## src/design/bsrm_pkg.sv

```systemverilog
// ----------------------------------------------------------------------------
// bsrm_pkg
// Shared types and constants for the one-bit stream resampler.
// ----------------------------------------------------------------------------
package bsrm_pkg;

  localparam int STEP_W        = 24;
  localparam int RUN_W         = 24;
  localparam int FRAC_BITS_DEF = 16;
  localparam int MAX_OUT_DEF   = 16;

  localparam logic [STEP_W-1:0] STEP_RESET = 24'd65536;

  typedef enum logic [1:0] {
    ST_IDLE,
    ST_SCAN,
    ST_FINISH
  } state_t;

  typedef struct packed {
    logic ge;
    logic zero;
    logic half_ok;
  } unit_flags_t;

endpackage

```

## src/design/bsrm_step_unit.sv

```systemverilog
// ----------------------------------------------------------------------------
// bsrm_step_unit
// Shared subtract/compare and saturating position adder, reused by every
// scan and finish step of the sequencer.
// ----------------------------------------------------------------------------
module bsrm_step_unit #(
  parameter int DW = 25
) (
  input  logic [DW-1:0]                opa,
  input  logic [DW-1:0]                opb,
  input  logic [bsrm_pkg::RUN_W-1:0]   pos,
  input  logic [DW-1:0]                step,
  output logic [DW-1:0]                diff,
  output logic [bsrm_pkg::RUN_W-1:0]   pos_sum,
  output bsrm_pkg::unit_flags_t        flags
);

  localparam int RW = bsrm_pkg::RUN_W;

  logic [DW:0]   sub_full;
  logic [DW:0]   add_full;
  logic [DW+1:0] twice_off;

  assign sub_full = {1'b0, opa} - {1'b0, opb};
  assign diff     = sub_full[DW-1:0];

  assign add_full = {1'b0, opb} + (DW+1)'(pos);
  assign pos_sum  = (add_full[DW:RW] != '0) ? '1 : add_full[RW-1:0];

  assign twice_off = (DW+2)'({pos_sum, 1'b0});

  assign flags.ge      = !sub_full[DW];
  assign flags.zero    = (diff == '0);
  assign flags.half_ok = (twice_off >= (DW+2)'(step));

endmodule

```

## src/design/bit_stream_resampler_majority.sv

```systemverilog
// ----------------------------------------------------------------------------
// bit_stream_resampler_majority
// Resamples a one-bit level stream from a source rate to a target rate.
// ----------------------------------------------------------------------------
// Input channel in_valid/in_ready carries one source sample level per word.
// Output channel out_valid/out_ready carries one resampled bit per word;
// last_of_item marks the final bit caused by a sample. A sample with no
// scan point in it produces no output word.
// cfg_we/cfg_wdata write step_ratio (UQ8.16 by default, source over target
// rate); write it only while the block is idle.
// Sequence: a sample yielding n bits occupies the block through accept,
// one shared-unit pass per bit, one closing pass and one finish step. Each
// bit passes the pending register, then the output register, one per cycle
// unless the receiver stalls; the single subtract/compare unit sets the pace.
// in_ready is high only between samples.
// When the receiver stalls, the held bit stays in the output register and
// the sequencer holds; the next sample may be taken while the last bit of
// the previous one still waits.
// Reset (rst, synchronous) restores step_ratio to equal rates, places the
// first scan point one step ahead, and starts with a low run.
// ----------------------------------------------------------------------------
module bit_stream_resampler_majority #(
  parameter int FRAC_BITS          = bsrm_pkg::FRAC_BITS_DEF,
  parameter int MAX_OUT_PER_SAMPLE = bsrm_pkg::MAX_OUT_DEF
) (
  input  logic                        clk,
  input  logic                        rst,
  input  logic                        cfg_we,
  input  logic [bsrm_pkg::STEP_W-1:0] cfg_wdata,
  input  logic                        in_valid,
  output logic                        in_ready,
  input  logic                        sample_level,
  output logic                        out_valid,
  input  logic                        out_ready,
  output logic                        out_bit,
  output logic                        last_of_item
);

  localparam int SW = bsrm_pkg::STEP_W;
  localparam int RW = bsrm_pkg::RUN_W;
  localparam int DW = (FRAC_BITS + 1 > SW) ? FRAC_BITS + 1 : SW;
  localparam int NW = $clog2(MAX_OUT_PER_SAMPLE + 1);
  localparam int MIN_STEP_INT =
    ((1 << FRAC_BITS) + MAX_OUT_PER_SAMPLE - 1) / MAX_OUT_PER_SAMPLE;

  localparam logic [DW-1:0] ONE_UNIT   = DW'(1) << FRAC_BITS;
  localparam logic [DW-1:0] MIN_STEP   = DW'(MIN_STEP_INT);
  localparam logic [DW-1:0] SCAN_RESET =
    (DW'(bsrm_pkg::STEP_RESET) < MIN_STEP) ? MIN_STEP : DW'(bsrm_pkg::STEP_RESET);
  localparam logic [NW-1:0] MAX_N      = NW'(MAX_OUT_PER_SAMPLE);

  bsrm_pkg::state_t state, state_next;

  logic [SW-1:0] step_ratio;
  logic [DW-1:0] scan_distance;
  logic [RW-1:0] run_position;
  logic          run_level;
  logic          prior_run_level;
  logic          run_emitted;
  logic [DW-1:0] remaining;
  logic [RW-1:0] pos;
  logic [NW-1:0] count;
  logic          pend_bit;
  logic          pend_valid;

  logic [DW-1:0] eff_step;
  logic [DW-1:0] opa;
  logic [DW-1:0] opb;
  logic [DW-1:0] diff;
  logic [RW-1:0] pos_sum;
  bsrm_pkg::unit_flags_t flags;

  logic accept;
  logic hit;
  logic stall;
  logic push;
  logic push_last;
  logic advance;
  logic finish;
  logic new_bit;

  assign eff_step = (DW'(step_ratio) < MIN_STEP) ? MIN_STEP : DW'(step_ratio);
  assign opa      = (state == bsrm_pkg::ST_FINISH) ? scan_distance : remaining;
  assign opb      = (state == bsrm_pkg::ST_FINISH) ? remaining : scan_distance;

  bsrm_step_unit #(
    .DW(DW)
  ) u_unit (
    .opa     (opa),
    .opb     (opb),
    .pos     (pos),
    .step    (eff_step),
    .diff    (diff),
    .pos_sum (pos_sum),
    .flags   (flags)
  );

  assign hit     = flags.ge && (count < MAX_N);
  assign stall   = pend_valid && out_valid && !out_ready;
  assign new_bit = (!run_emitted && (prior_run_level != run_level)) ?
                   (flags.half_ok ? run_level : prior_run_level) : run_level;

  always_comb begin
    state_next = state;
    unique case (state)
      bsrm_pkg::ST_IDLE: begin
        if (in_valid) state_next = bsrm_pkg::ST_SCAN;
      end
      bsrm_pkg::ST_SCAN: begin
        if (!stall && !hit) state_next = bsrm_pkg::ST_FINISH;
      end
      bsrm_pkg::ST_FINISH: begin
        state_next = bsrm_pkg::ST_IDLE;
      end
      default: begin
        state_next = bsrm_pkg::ST_IDLE;
      end
    endcase
  end

  always_comb begin
    in_ready  = (state == bsrm_pkg::ST_IDLE);
    accept    = in_valid && in_ready;
    push      = (state == bsrm_pkg::ST_SCAN) && pend_valid && !stall;
    push_last = !hit;
    advance   = (state == bsrm_pkg::ST_SCAN) && !stall && hit;
    finish    = (state == bsrm_pkg::ST_FINISH);
  end

  always_ff @(posedge clk) begin
    if (rst) begin
      state <= bsrm_pkg::ST_IDLE;
    end else begin
      state <= state_next;
    end
  end

  always_ff @(posedge clk) begin
    if (rst) begin
      step_ratio      <= bsrm_pkg::STEP_RESET;
      scan_distance   <= SCAN_RESET;
      run_position    <= '0;
      run_level       <= 1'b0;
      prior_run_level <= 1'b0;
      run_emitted     <= 1'b0;
      count           <= '0;
      pend_valid      <= 1'b0;
      out_valid       <= 1'b0;
    end else begin
      if (cfg_we) begin
        step_ratio <= cfg_wdata;
      end
      if (accept) begin
        if (sample_level != run_level) begin
          prior_run_level <= run_level;
          run_level       <= sample_level;
          run_emitted     <= 1'b0;
          pos             <= '0;
        end else begin
          pos <= run_position;
        end
        remaining  <= ONE_UNIT;
        count      <= '0;
        pend_valid <= 1'b0;
      end
      if (push) begin
        out_bit      <= pend_bit;
        last_of_item <= push_last;
        out_valid    <= 1'b1;
      end else if (out_ready) begin
        out_valid <= 1'b0;
      end
      if (push && !advance) begin
        pend_valid <= 1'b0;
      end
      if (advance) begin
        pend_bit      <= new_bit;
        pend_valid    <= 1'b1;
        run_emitted   <= 1'b1;
        remaining     <= diff;
        pos           <= pos_sum;
        scan_distance <= eff_step;
        count         <= count + NW'(1);
      end
      if (finish) begin
        scan_distance <= (flags.ge && !flags.zero) ? diff : eff_step;
        run_position  <= pos_sum;
      end
    end
  end

  a_push_needs_room: assert property (@(posedge clk) disable iff (rst)
    push |-> (!out_valid || out_ready))
    else $error("output word overwritten while held");

  a_count_bound: assert property (@(posedge clk) disable iff (rst)
    count <= MAX_N)
    else $error("more bits than allowed for one sample");

  a_idle_no_pending: assert property (@(posedge clk) disable iff (rst)
    in_ready |-> !pend_valid)
    else $error("pending bit left behind at sample boundary");

  a_busy_after_accept: assert property (@(posedge clk) disable iff (rst)
    (in_valid && in_ready) |=> !in_ready)
    else $error("new sample taken while previous one in progress");

endmodule
```

## config.mk

```make
export PLATFORM = sky130hd
export DESIGN_NAME = bit_stream_resampler_majority
export DESIGN_NICKNAME = d
export VERILOG_FILES = /design/src/design/bsrm_pkg.sv /design/src/design/bsrm_step_unit.sv /design/src/design/bit_stream_resampler_majority.sv
export SDC_FILE = /design/constraint.sdc
export NUM_CORES = 1
export LEC_CHECK = 0
export CORE_MARGIN = 10
export CORE_UTILIZATION = 37
export CTS_CLUSTER_SIZE = 24
export DETAILED_ROUTE_END_ITERATION = 12
export DONT_BUFFER_PORTS = 1
export REMOVE_ABC_BUFFERS = 1
export SLEW_MARGIN = 20
export SYNTH_ARGS = -nofsm -noshare
export SYNTH_HDL_FRONTEND = slang
export SYNTH_SLANG_ARGS = --single-unit
export TNS_END_PERCENT = 5
```

## constraint.sdc

```tcl
create_clock -name clk -period 11.2 [get_ports clk]
set_input_delay 0 -clock clk [delete_from_list [all_inputs] [get_ports clk]]
set_output_delay 0 -clock clk [all_outputs]
set_load 0.02 [all_outputs]
```

==> results of run 1 <==
cell type report:
type,count,share of cell area
clock buffer,19,0.0405
clock inverter,13,0.0101
inverter,78,0.0255
multi-input combinational,958,0.550
sequential,135,0.280
tap,341,0.0372
timing repair buffer,67,0.0569
metrics by stage:
step	total power (W)	hold WS (ns)	setup slack, ns	cell area [µm²]	cells
6_report	0.00346	0.134	4.60	11500	1611
5_1_grt	0.00375	0.161	3.94	11500	1611
4_1_cts	0.00344	0.131	4.59	11500	1611
3_5_place_dp	0.00285	0.0846	4.60	10300	1523
3_3_place_gp	0.00283	0.0828	4.70	10300	1523
2_1_floorplan	0.00230	0.0691	3.34	9780	1171
cells in the final DEF, fill, tap and decap left out, types with 5 or more instances in the layout:
cell type / synthesis / final
sky130_fd_sc_hd__o21ai_0: 100 / 100
sky130_fd_sc_hd__and2_1: 7 / 7
sky130_fd_sc_hd__and3_1: 17 / 17
sky130_fd_sc_hd__o22ai_1: 6 / 6
sky130_fd_sc_hd__nor3_1: 17 / 17
sky130_fd_sc_hd__a31oi_1: 7 / 7
sky130_fd_sc_hd__nor4_1: 7 / 7
sky130_fd_sc_hd__dfxtp_1: 84 / 84
sky130_fd_sc_hd__inv_1: 77 / 77
sky130_fd_sc_hd__ha_1: 49 / 49
sky130_fd_sc_hd__o31a_1: 5 / 5
sky130_fd_sc_hd__a211oi_1: 13 / 13
sky130_fd_sc_hd__a211oi_2: 9 / 9
sky130_fd_sc_hd__dlygate4sd3_1: 0 / 55
sky130_fd_sc_hd__nand3_1: 40 / 40
sky130_fd_sc_hd__o21bai_1: 10 / 10
sky130_fd_sc_hd__clkbuf_16: 0 / 18
sky130_fd_sc_hd__edfxtp_1: 51 / 51
sky130_fd_sc_hd__nand2_1: 132 / 131
sky130_fd_sc_hd__nand4_1: 17 / 17
sky130_fd_sc_hd__o211a_1: 5 / 5
sky130_fd_sc_hd__a21oi_1: 80 / 80
sky130_fd_sc_hd__xor2_1: 16 / 16
sky130_fd_sc_hd__nor2b_1: 38 / 38
sky130_fd_sc_hd__o221a_2: 14 / 14
sky130_fd_sc_hd__mux2i_1: 24 / 24
sky130_fd_sc_hd__o21a_1: 8 / 8
sky130_fd_sc_hd__buf_4: 1 / 11
sky130_fd_sc_hd__xnor2_1: 40 / 39
sky130_fd_sc_hd__a211o_1: 10 / 10
sky130_fd_sc_hd__a21o_1: 15 / 15
sky130_fd_sc_hd__o221a_1: 13 / 13
sky130_fd_sc_hd__nor2_1: 115 / 114
sky130_fd_sc_hd__nand2b_1: 43 / 42
sky130_fd_sc_hd__o211ai_1: 12 / 12
power breakdown:
group          leakage, nW  internal [W]  switching [W]
Combinational         3.23      0.000816        0.00130
Sequential            1.18      0.000649       0.000138
Clock                0.294      0.000327       0.000230
repair_timing:
| action | CTS | global route |
|---|---|---|
| endpoints found under the setup margin | 0 | 0 |
| hold buffers | 56 | 0 |
| buffers inserted | 0 | 0 |
| hold endpoints to repair | 63 | 0 |
worst max-delay path: cells and delay by family, from the launching register on:
family	cells	cell delay, ns
flops	1	0.33
compound gates	14	2.93
buf+inv	3	0.39
fa+ha+maj	3	0.78
mux	1	0.36
simple gates	8	1.51
layer usage:
metal | global-route usage | wire, µm | part of all wire
met2 | 0.261 | 12900 | 0.44
met3 | 0.0210 | 1490 | 0.051
met5 | 0 | 0 | 0
met4 | 0.0673 | 743 | 0.025
met1 | 0.244 | 14400 | 0.49
cells by family after synthesis:
group	Yosys count	synth area share
adder cells (fa/ha/maj)	50	0.0628
flip-flops	135	0.319
multiplexers	28	0.0283
XOR/XNOR	56	0.0487
AND/OR/NAND/NOR	459	0.223
buffers and inverters	146	0.0585
AO/OA/AOI/OAI	365	0.260
final timing paths:
| check | slack [ns] | end | depth (start not counted) |
|---|---|---|---|
| max | 4.60 | pend_bit$_DFFE_PP_ | 29 |
| min | 0.13 | run_position[19]$_SDFFE_PP0P_ | 4 |
| max reg2reg | 4.60 | pend_bit$_DFFE_PP_ | 29 |
| min reg2reg | 0.51 | count[3]$_SDFFE_PP0P_ | 2 |
sequential cells by signal (all words and copies together), names as in the netlist, 2 cells and up:
signal         flops
pos               24
remaining         24
run_position      24
scan_distance     24
step_ratio        24
count              5
state              2
==> results_dict.tcl, run 1 <==
set metrics [dict create \
    grt_pass1_wl_um 47400 \
    crit_type "reg2reg" \
    drcViolationCount 0 \
    grt_start_max_net_pins 75 \
    worst-path-max-fanout 61 \
    ios 34 \
    grt-ovfl-total 0 \
    synth_top_area_cell "sky130_fd_sc_hd__dfxtp_1" \
    cap_violations 0 \
    groute.usage.overall 0.173 \
    yosys_synthesis_warning_count 0 \
    ctsLongestPathBuffers 2 \
    num-nets-final 1337 \
    fin_util 0.427 \
    r2r-start "state[0]$_SDFFE_PP0P_" \
    hp-start "rst" \
    min_period_ns 6.60 \
    postSynthAreaPerCell_um2 8.13 \
    hpwlAfterDp_um 21000 \
    synth-main-ff-cell "sky130_fd_sc_hd__dfxtp_1" \
    route.vias.total 9138 \
    flow.area_growth_from_synthesis_pct 13.8 \
    antenna_violating_nets_left 0 \
    vdd_drop_max_mv 0.130 \
    crit_required_ns 11.37 \
    cts_htree_levels 4 \
    finClkSkew_ns 0.0113 \
    min-delay-path-class "in2reg" \
    number_of_synthesized_register_bits 135 \
    fmax_mhz 151 \
    run_status "complete, no violations" \
    wl_per_cell_um 18.3 \
    number_of_cells_upsized_or_downsized_after_cts 0 \
    synthTopCellsByArea "sky130_fd_sc_hd__dfxtp_1 17%, sky130_fd_sc_hd__edfxtp_1 15%, sky130_fd_sc_hd__ha_1 6.1%" \
    first_global_vias 8646 \
    tritoncts_clock_tree "built" \
    number_of_standard_cells_after_synthesis 1239 \
    detail_route.first_pass.iterations 5 \
    start_util 0.375 \
    synth_seq_area_share 0.319 \
    grt_setup_unrepaired "false" \
    finalHoldViolCount 0 \
    clkSinkCount 135 \
    library_cells_used_by_synthesis 88 \
    cts.reportedPaths.clkPinSlew_ns 0.06 \
    worst_pin_slew_ns 0.781 \
    post_route_cells_drive_above_1_share 0.0803 \
    fp.dieArea_um2 34200 \
    critPathArrivalTime_ns 6.78 \
    cpMaxStageDelayCell "sky130_fd_sc_hd__and2b_4" \
    period_share 0.590 \
    power.density_nw_per_um2 301 \
    root_buffer "sky130_fd_sc_hd__clkbuf_16" \
    leakage_nw 4.70 \
    floorplan.die.width_um 185 \
    cp-startpoint "state[0]$_SDFFE_PP0P_" \
    gp_routability_congestion 0.896 \
    maxSlewViolCount 0 \
    post_drt_via_cell_ratio 5.67 \
    portBuffers 0 \
    seq_cell_area_um2 3210 \
    mappedNetlistArea_um2 10100 \
    accumulated_negative_setup_slack_ns 0 \
    synth_edf_count 51 \
    clk_latency_ns 0.43 \
    async_flop_share 0 \
    wl_um 29500 \
    setup.worst_path.start_class "register" \
    worst_setup_end_kind "register" \
    finalSetupViolations 0 \
    most_common_cell_in_the_netlist "sky130_fd_sc_hd__nand2_1" \
    core_region_area_um2 26900 \
    placementRows 60 \
    nFillCells 2629 \
    drtIter0Drc 873 \
    initial_antenna_violation_count 0 \
    cts_made_buffers 17 \
    diodes 0 \
    synth.top_cells.by_count "132 x sky130_fd_sc_hd__nand2_1, 115 x sky130_fd_sc_hd__nor2_1, 100 x sky130_fd_sc_hd__o21ai_0" \
    crit_path_max_incr_delay_ns 0.68 \
    chipHeight_um 185 \
    max_slew_headroom_at_the_worst_pin 0.480 \
    multi_input_comb_area_um2 6310 \
    synth_top_area_frac 0.167 \
]
Note: power is estimated with default switching activity, not from simulation.
==> run 2, diff against run 1 <==
Settings changed: ABC_AREA set to 1.
Clock period 11.2 ns to 5.7 ns, I/O delays scaled along.
==> results_dict.tcl, run 2 <==
set metrics [dict create \
    ctsLongestPathBuffers 2 \
    first_global_vias 8809 \
    whs_endpoint "run_emitted$_SDFFE_PP0P_" \
    timing.final.ws_setup_ns 0.540 \
    synth-main-ff-cell "sky130_fd_sc_hd__dfxtp_1" \
    grt_pass1_wl_um 46300 \
    synth_edf_count 51 \
    cts_made_buffers 17 \
    drcViolationCount 0 \
    layout_commonest_cell "sky130_fd_sc_hd__nand2_1" \
    accumulated_negative_setup_slack_ns 0 \
    cts.reportedPaths.clkPinSlew_ns 0.07 \
    number_of_synthesized_register_bits 135 \
    wl_per_cell_um 15.7 \
    leakage_nw 5.39 \
    capture_point_of_the_worst_reg_to_reg_path "pend_bit$_DFFE_PP_" \
    antenna_violating_nets_left 0 \
    finish.cell_count_without_fillers 1860 \
    gr-usage-met2 0.273 \
    grt_setup_unrepaired "false" \
    worst-path-max-fanout 11 \
    portBuffers 0 \
    design_power_w 0.00511 \
    post_drt_via_cell_ratio 5.10 \
    wl_um 29100 \
    post_route_cells_drive_above_1_share 0.0479 \
    diodes 0 \
    finClkSkew_ns 0.0151 \
    ff2ff_setup_slack_ns 0.54 \
    critPathArrivalTime_ns 5.34 \
    initial_antenna_violation_count 0 \
    hp-start "rst" \
    post-place-cells 1796 \
    detail_route.first_pass.iterations 5 \
    gp_routability_congestion 0.911 \
    worst_setup_end_kind "register" \
    min-delay-path-class "in2reg" \
    worst_pin_slew_ns 0.912 \
    clkSinkCount 135 \
    most_common_cell_in_the_netlist "sky130_fd_sc_hd__nand2_1" \
    layout_common_cells "421 x sky130_fd_sc_hd__nand2_1, 221 x sky130_fd_sc_hd__inv_1, 161 x sky130_fd_sc_hd__nor2_1" \
    postSynthAreaPerCell_um2 6.47 \
    global_route.peak_usage_layer "met2" \
    maxSlewViolCount 0 \
    finalSetupViolations 0 \
    groute.usage.overall 0.174 \
    synth_top_area_cell "sky130_fd_sc_hd__dfxtp_1" \
    ios 34 \
    r2r-start "state[1]$_SDFFE_PP0P_" \
    num-nets-final 1592 \
    clk_latency_ns 0.43 \
    floorplan.die.width_um 182 \
    fin_util 0.420 \
    synth.top_cells.by_count "421 x sky130_fd_sc_hd__nand2_1, 221 x sky130_fd_sc_hd__inv_1, 162 x sky130_fd_sc_hd__nor2_1" \
    yosys_synthesis_warning_count 0 \
    global_route.usage.met1 0.245 \
    placementRows 59 \
    flow.area_growth_from_synthesis_pct 12.5 \
    setup.worst_path.start_class "register" \
    mappedNetlistArea_um2 9660 \
    grt-ovfl-total 0 \
    hpwlAfterDp_um 21500 \
    cpMaxStageDelayCell "sky130_fd_sc_hd__dfxtp_2" \
    core_region_area_um2 25800 \
    crit_type "reg2reg" \
    synth_top_area_frac 0.174 \
    dpl_worst_slack_ns 0.481 \
    fp.dieArea_um2 33000 \
    r2r.worst_path.cells 29 \
    use_met3 0.0167 \
    root_buffer "sky130_fd_sc_hd__clkbuf_16" \
    period_share 0.905 \
    number_of_standard_cells_after_synthesis 1493 \
    min_period_ns 5.16 \
    fmax_mhz 194 \
    timing.hold.worst_path_depth 4 \
    synth_seq_area_share 0.333 \
    vdd_drop_max_mv 0.216 \
    crit_required_ns 5.88 \
    run_status "complete, no violations" \
    worst_path_most_repeated_cell "sky130_fd_sc_hd__inv_1" \
    tritoncts_clock_tree "built" \
    finalHoldViolCount 0 \
    post-cts-setup-buffers 0 \
    max_slew_headroom_at_the_worst_pin 0.391 \
    power.density_nw_per_um2 470 \
    cap_violations 0 \
    synthTopCellsByArea "sky130_fd_sc_hd__dfxtp_1 17%, sky130_fd_sc_hd__nand2_1 16%, sky130_fd_sc_hd__edfxtp_1 16%" \
    grt_start_max_net_pins 50 \
    route.vias.total 9487 \
    library_cells_used_by_synthesis 43 \
    crit_path_max_incr_delay_ns 0.45 \
    cts_htree_levels 4 \
    chipHeight_um 182 \
    drtIter0Drc 959 \
    cp-startpoint "state[1]$_SDFFE_PP0P_" \
    start_util 0.374 \
    async_flop_share 0 \
]
## run 2: cell count changes after synthesis, sizes merged, moves of 27 or more
cell | before | now
a21oi | 81 | 119
nor2b | 38 | 0
nand2 | 132 | 427
clkbuf | 52 | 23
nor2 | 116 | 164
o221a | 27 | 0
nand2b | 43 | 0
inv | 77 | 227
nand3 | 40 | 98
xnor2 | 40 | 5
## run 2: layout make-up
cell class | count | area [µm²]
Sequential cell | 135 | 3210
Multi-Input combinational cell | 1086 | 5360
Clock buffer | 20 | 479
Inverter | 229 | 860
Timing Repair Buffer | 43 | 438
Tap cell | 335 | 419
Fill cell | 2736 | 15000
Clock inverter | 12 | 98.8
## run 2: power breakdown
part	switching [W]	internal (W)
Combinational	0.00185	0.000865
Sequential	0.000102	0.00119
Clock	0.000482	0.000622
Total	0.00243	0.00267
## run 2: worst max path at each step
stage / slack, ns / cells after the start / end
floorplan: 0.44 / 20 / pos[0]$_DFFE_PP_
global route: 0.04 / 27 / pend_bit$_DFFE_PP_
global placement: 0.53 / 27 / pend_bit$_DFFE_PP_
CTS: 0.42 / 33 / pend_bit$_DFFE_PP_
finish: 0.54 / 29 / pend_bit$_DFFE_PP_
detailed placement: 0.48 / 33 / pend_bit$_DFFE_PP_
## run 2: worst max-delay path: cells and delay by family (launching register included)
family,cells,cell delay (ns)
flip-flops,1,0.45
buffers and inverters,6,0.42
adder cells (fa/ha/maj),3,0.75
AO/OA/AOI/OAI,7,1.55
AND/OR/NAND/NOR,13,1.75
## run 2: timing repair
action                                  4_1_cts  5_1_grt
endpoints found under the setup margin        0        1
endpoints found under the hold margin        62        4
hold buffers                                 31        1
gates resized for setup                       0        2
## run 2: kinds of logic after synthesis
kind of cell,after synthesis,share of synthesized area
adder cells (fa/ha/maj),50,0.0656
buffers and inverters,272,0.114
AO/OA/AOI/OAI,276,0.151
XOR/XNOR,20,0.0181
AND/OR/NAND/NOR,740,0.319
flip-flops,135,0.333
## run 2: stage by stage
step	hold slack [ns]	cell area (µm²)
global placement	0.0863	9950
floorplan	0.0691	9420
global route	0.115	10900
finish	0.0824	10900
CTS	0.00111	10900
detailed placement	0.0865	9950
## run 2: routing by layer
layer / wire (µm) / vias up
met5: 0 / -
met4: 382 / 0
met3: 1480 / 28
met2: 13000 / 273
met1: 14200 / 4319
li1: - / 4867
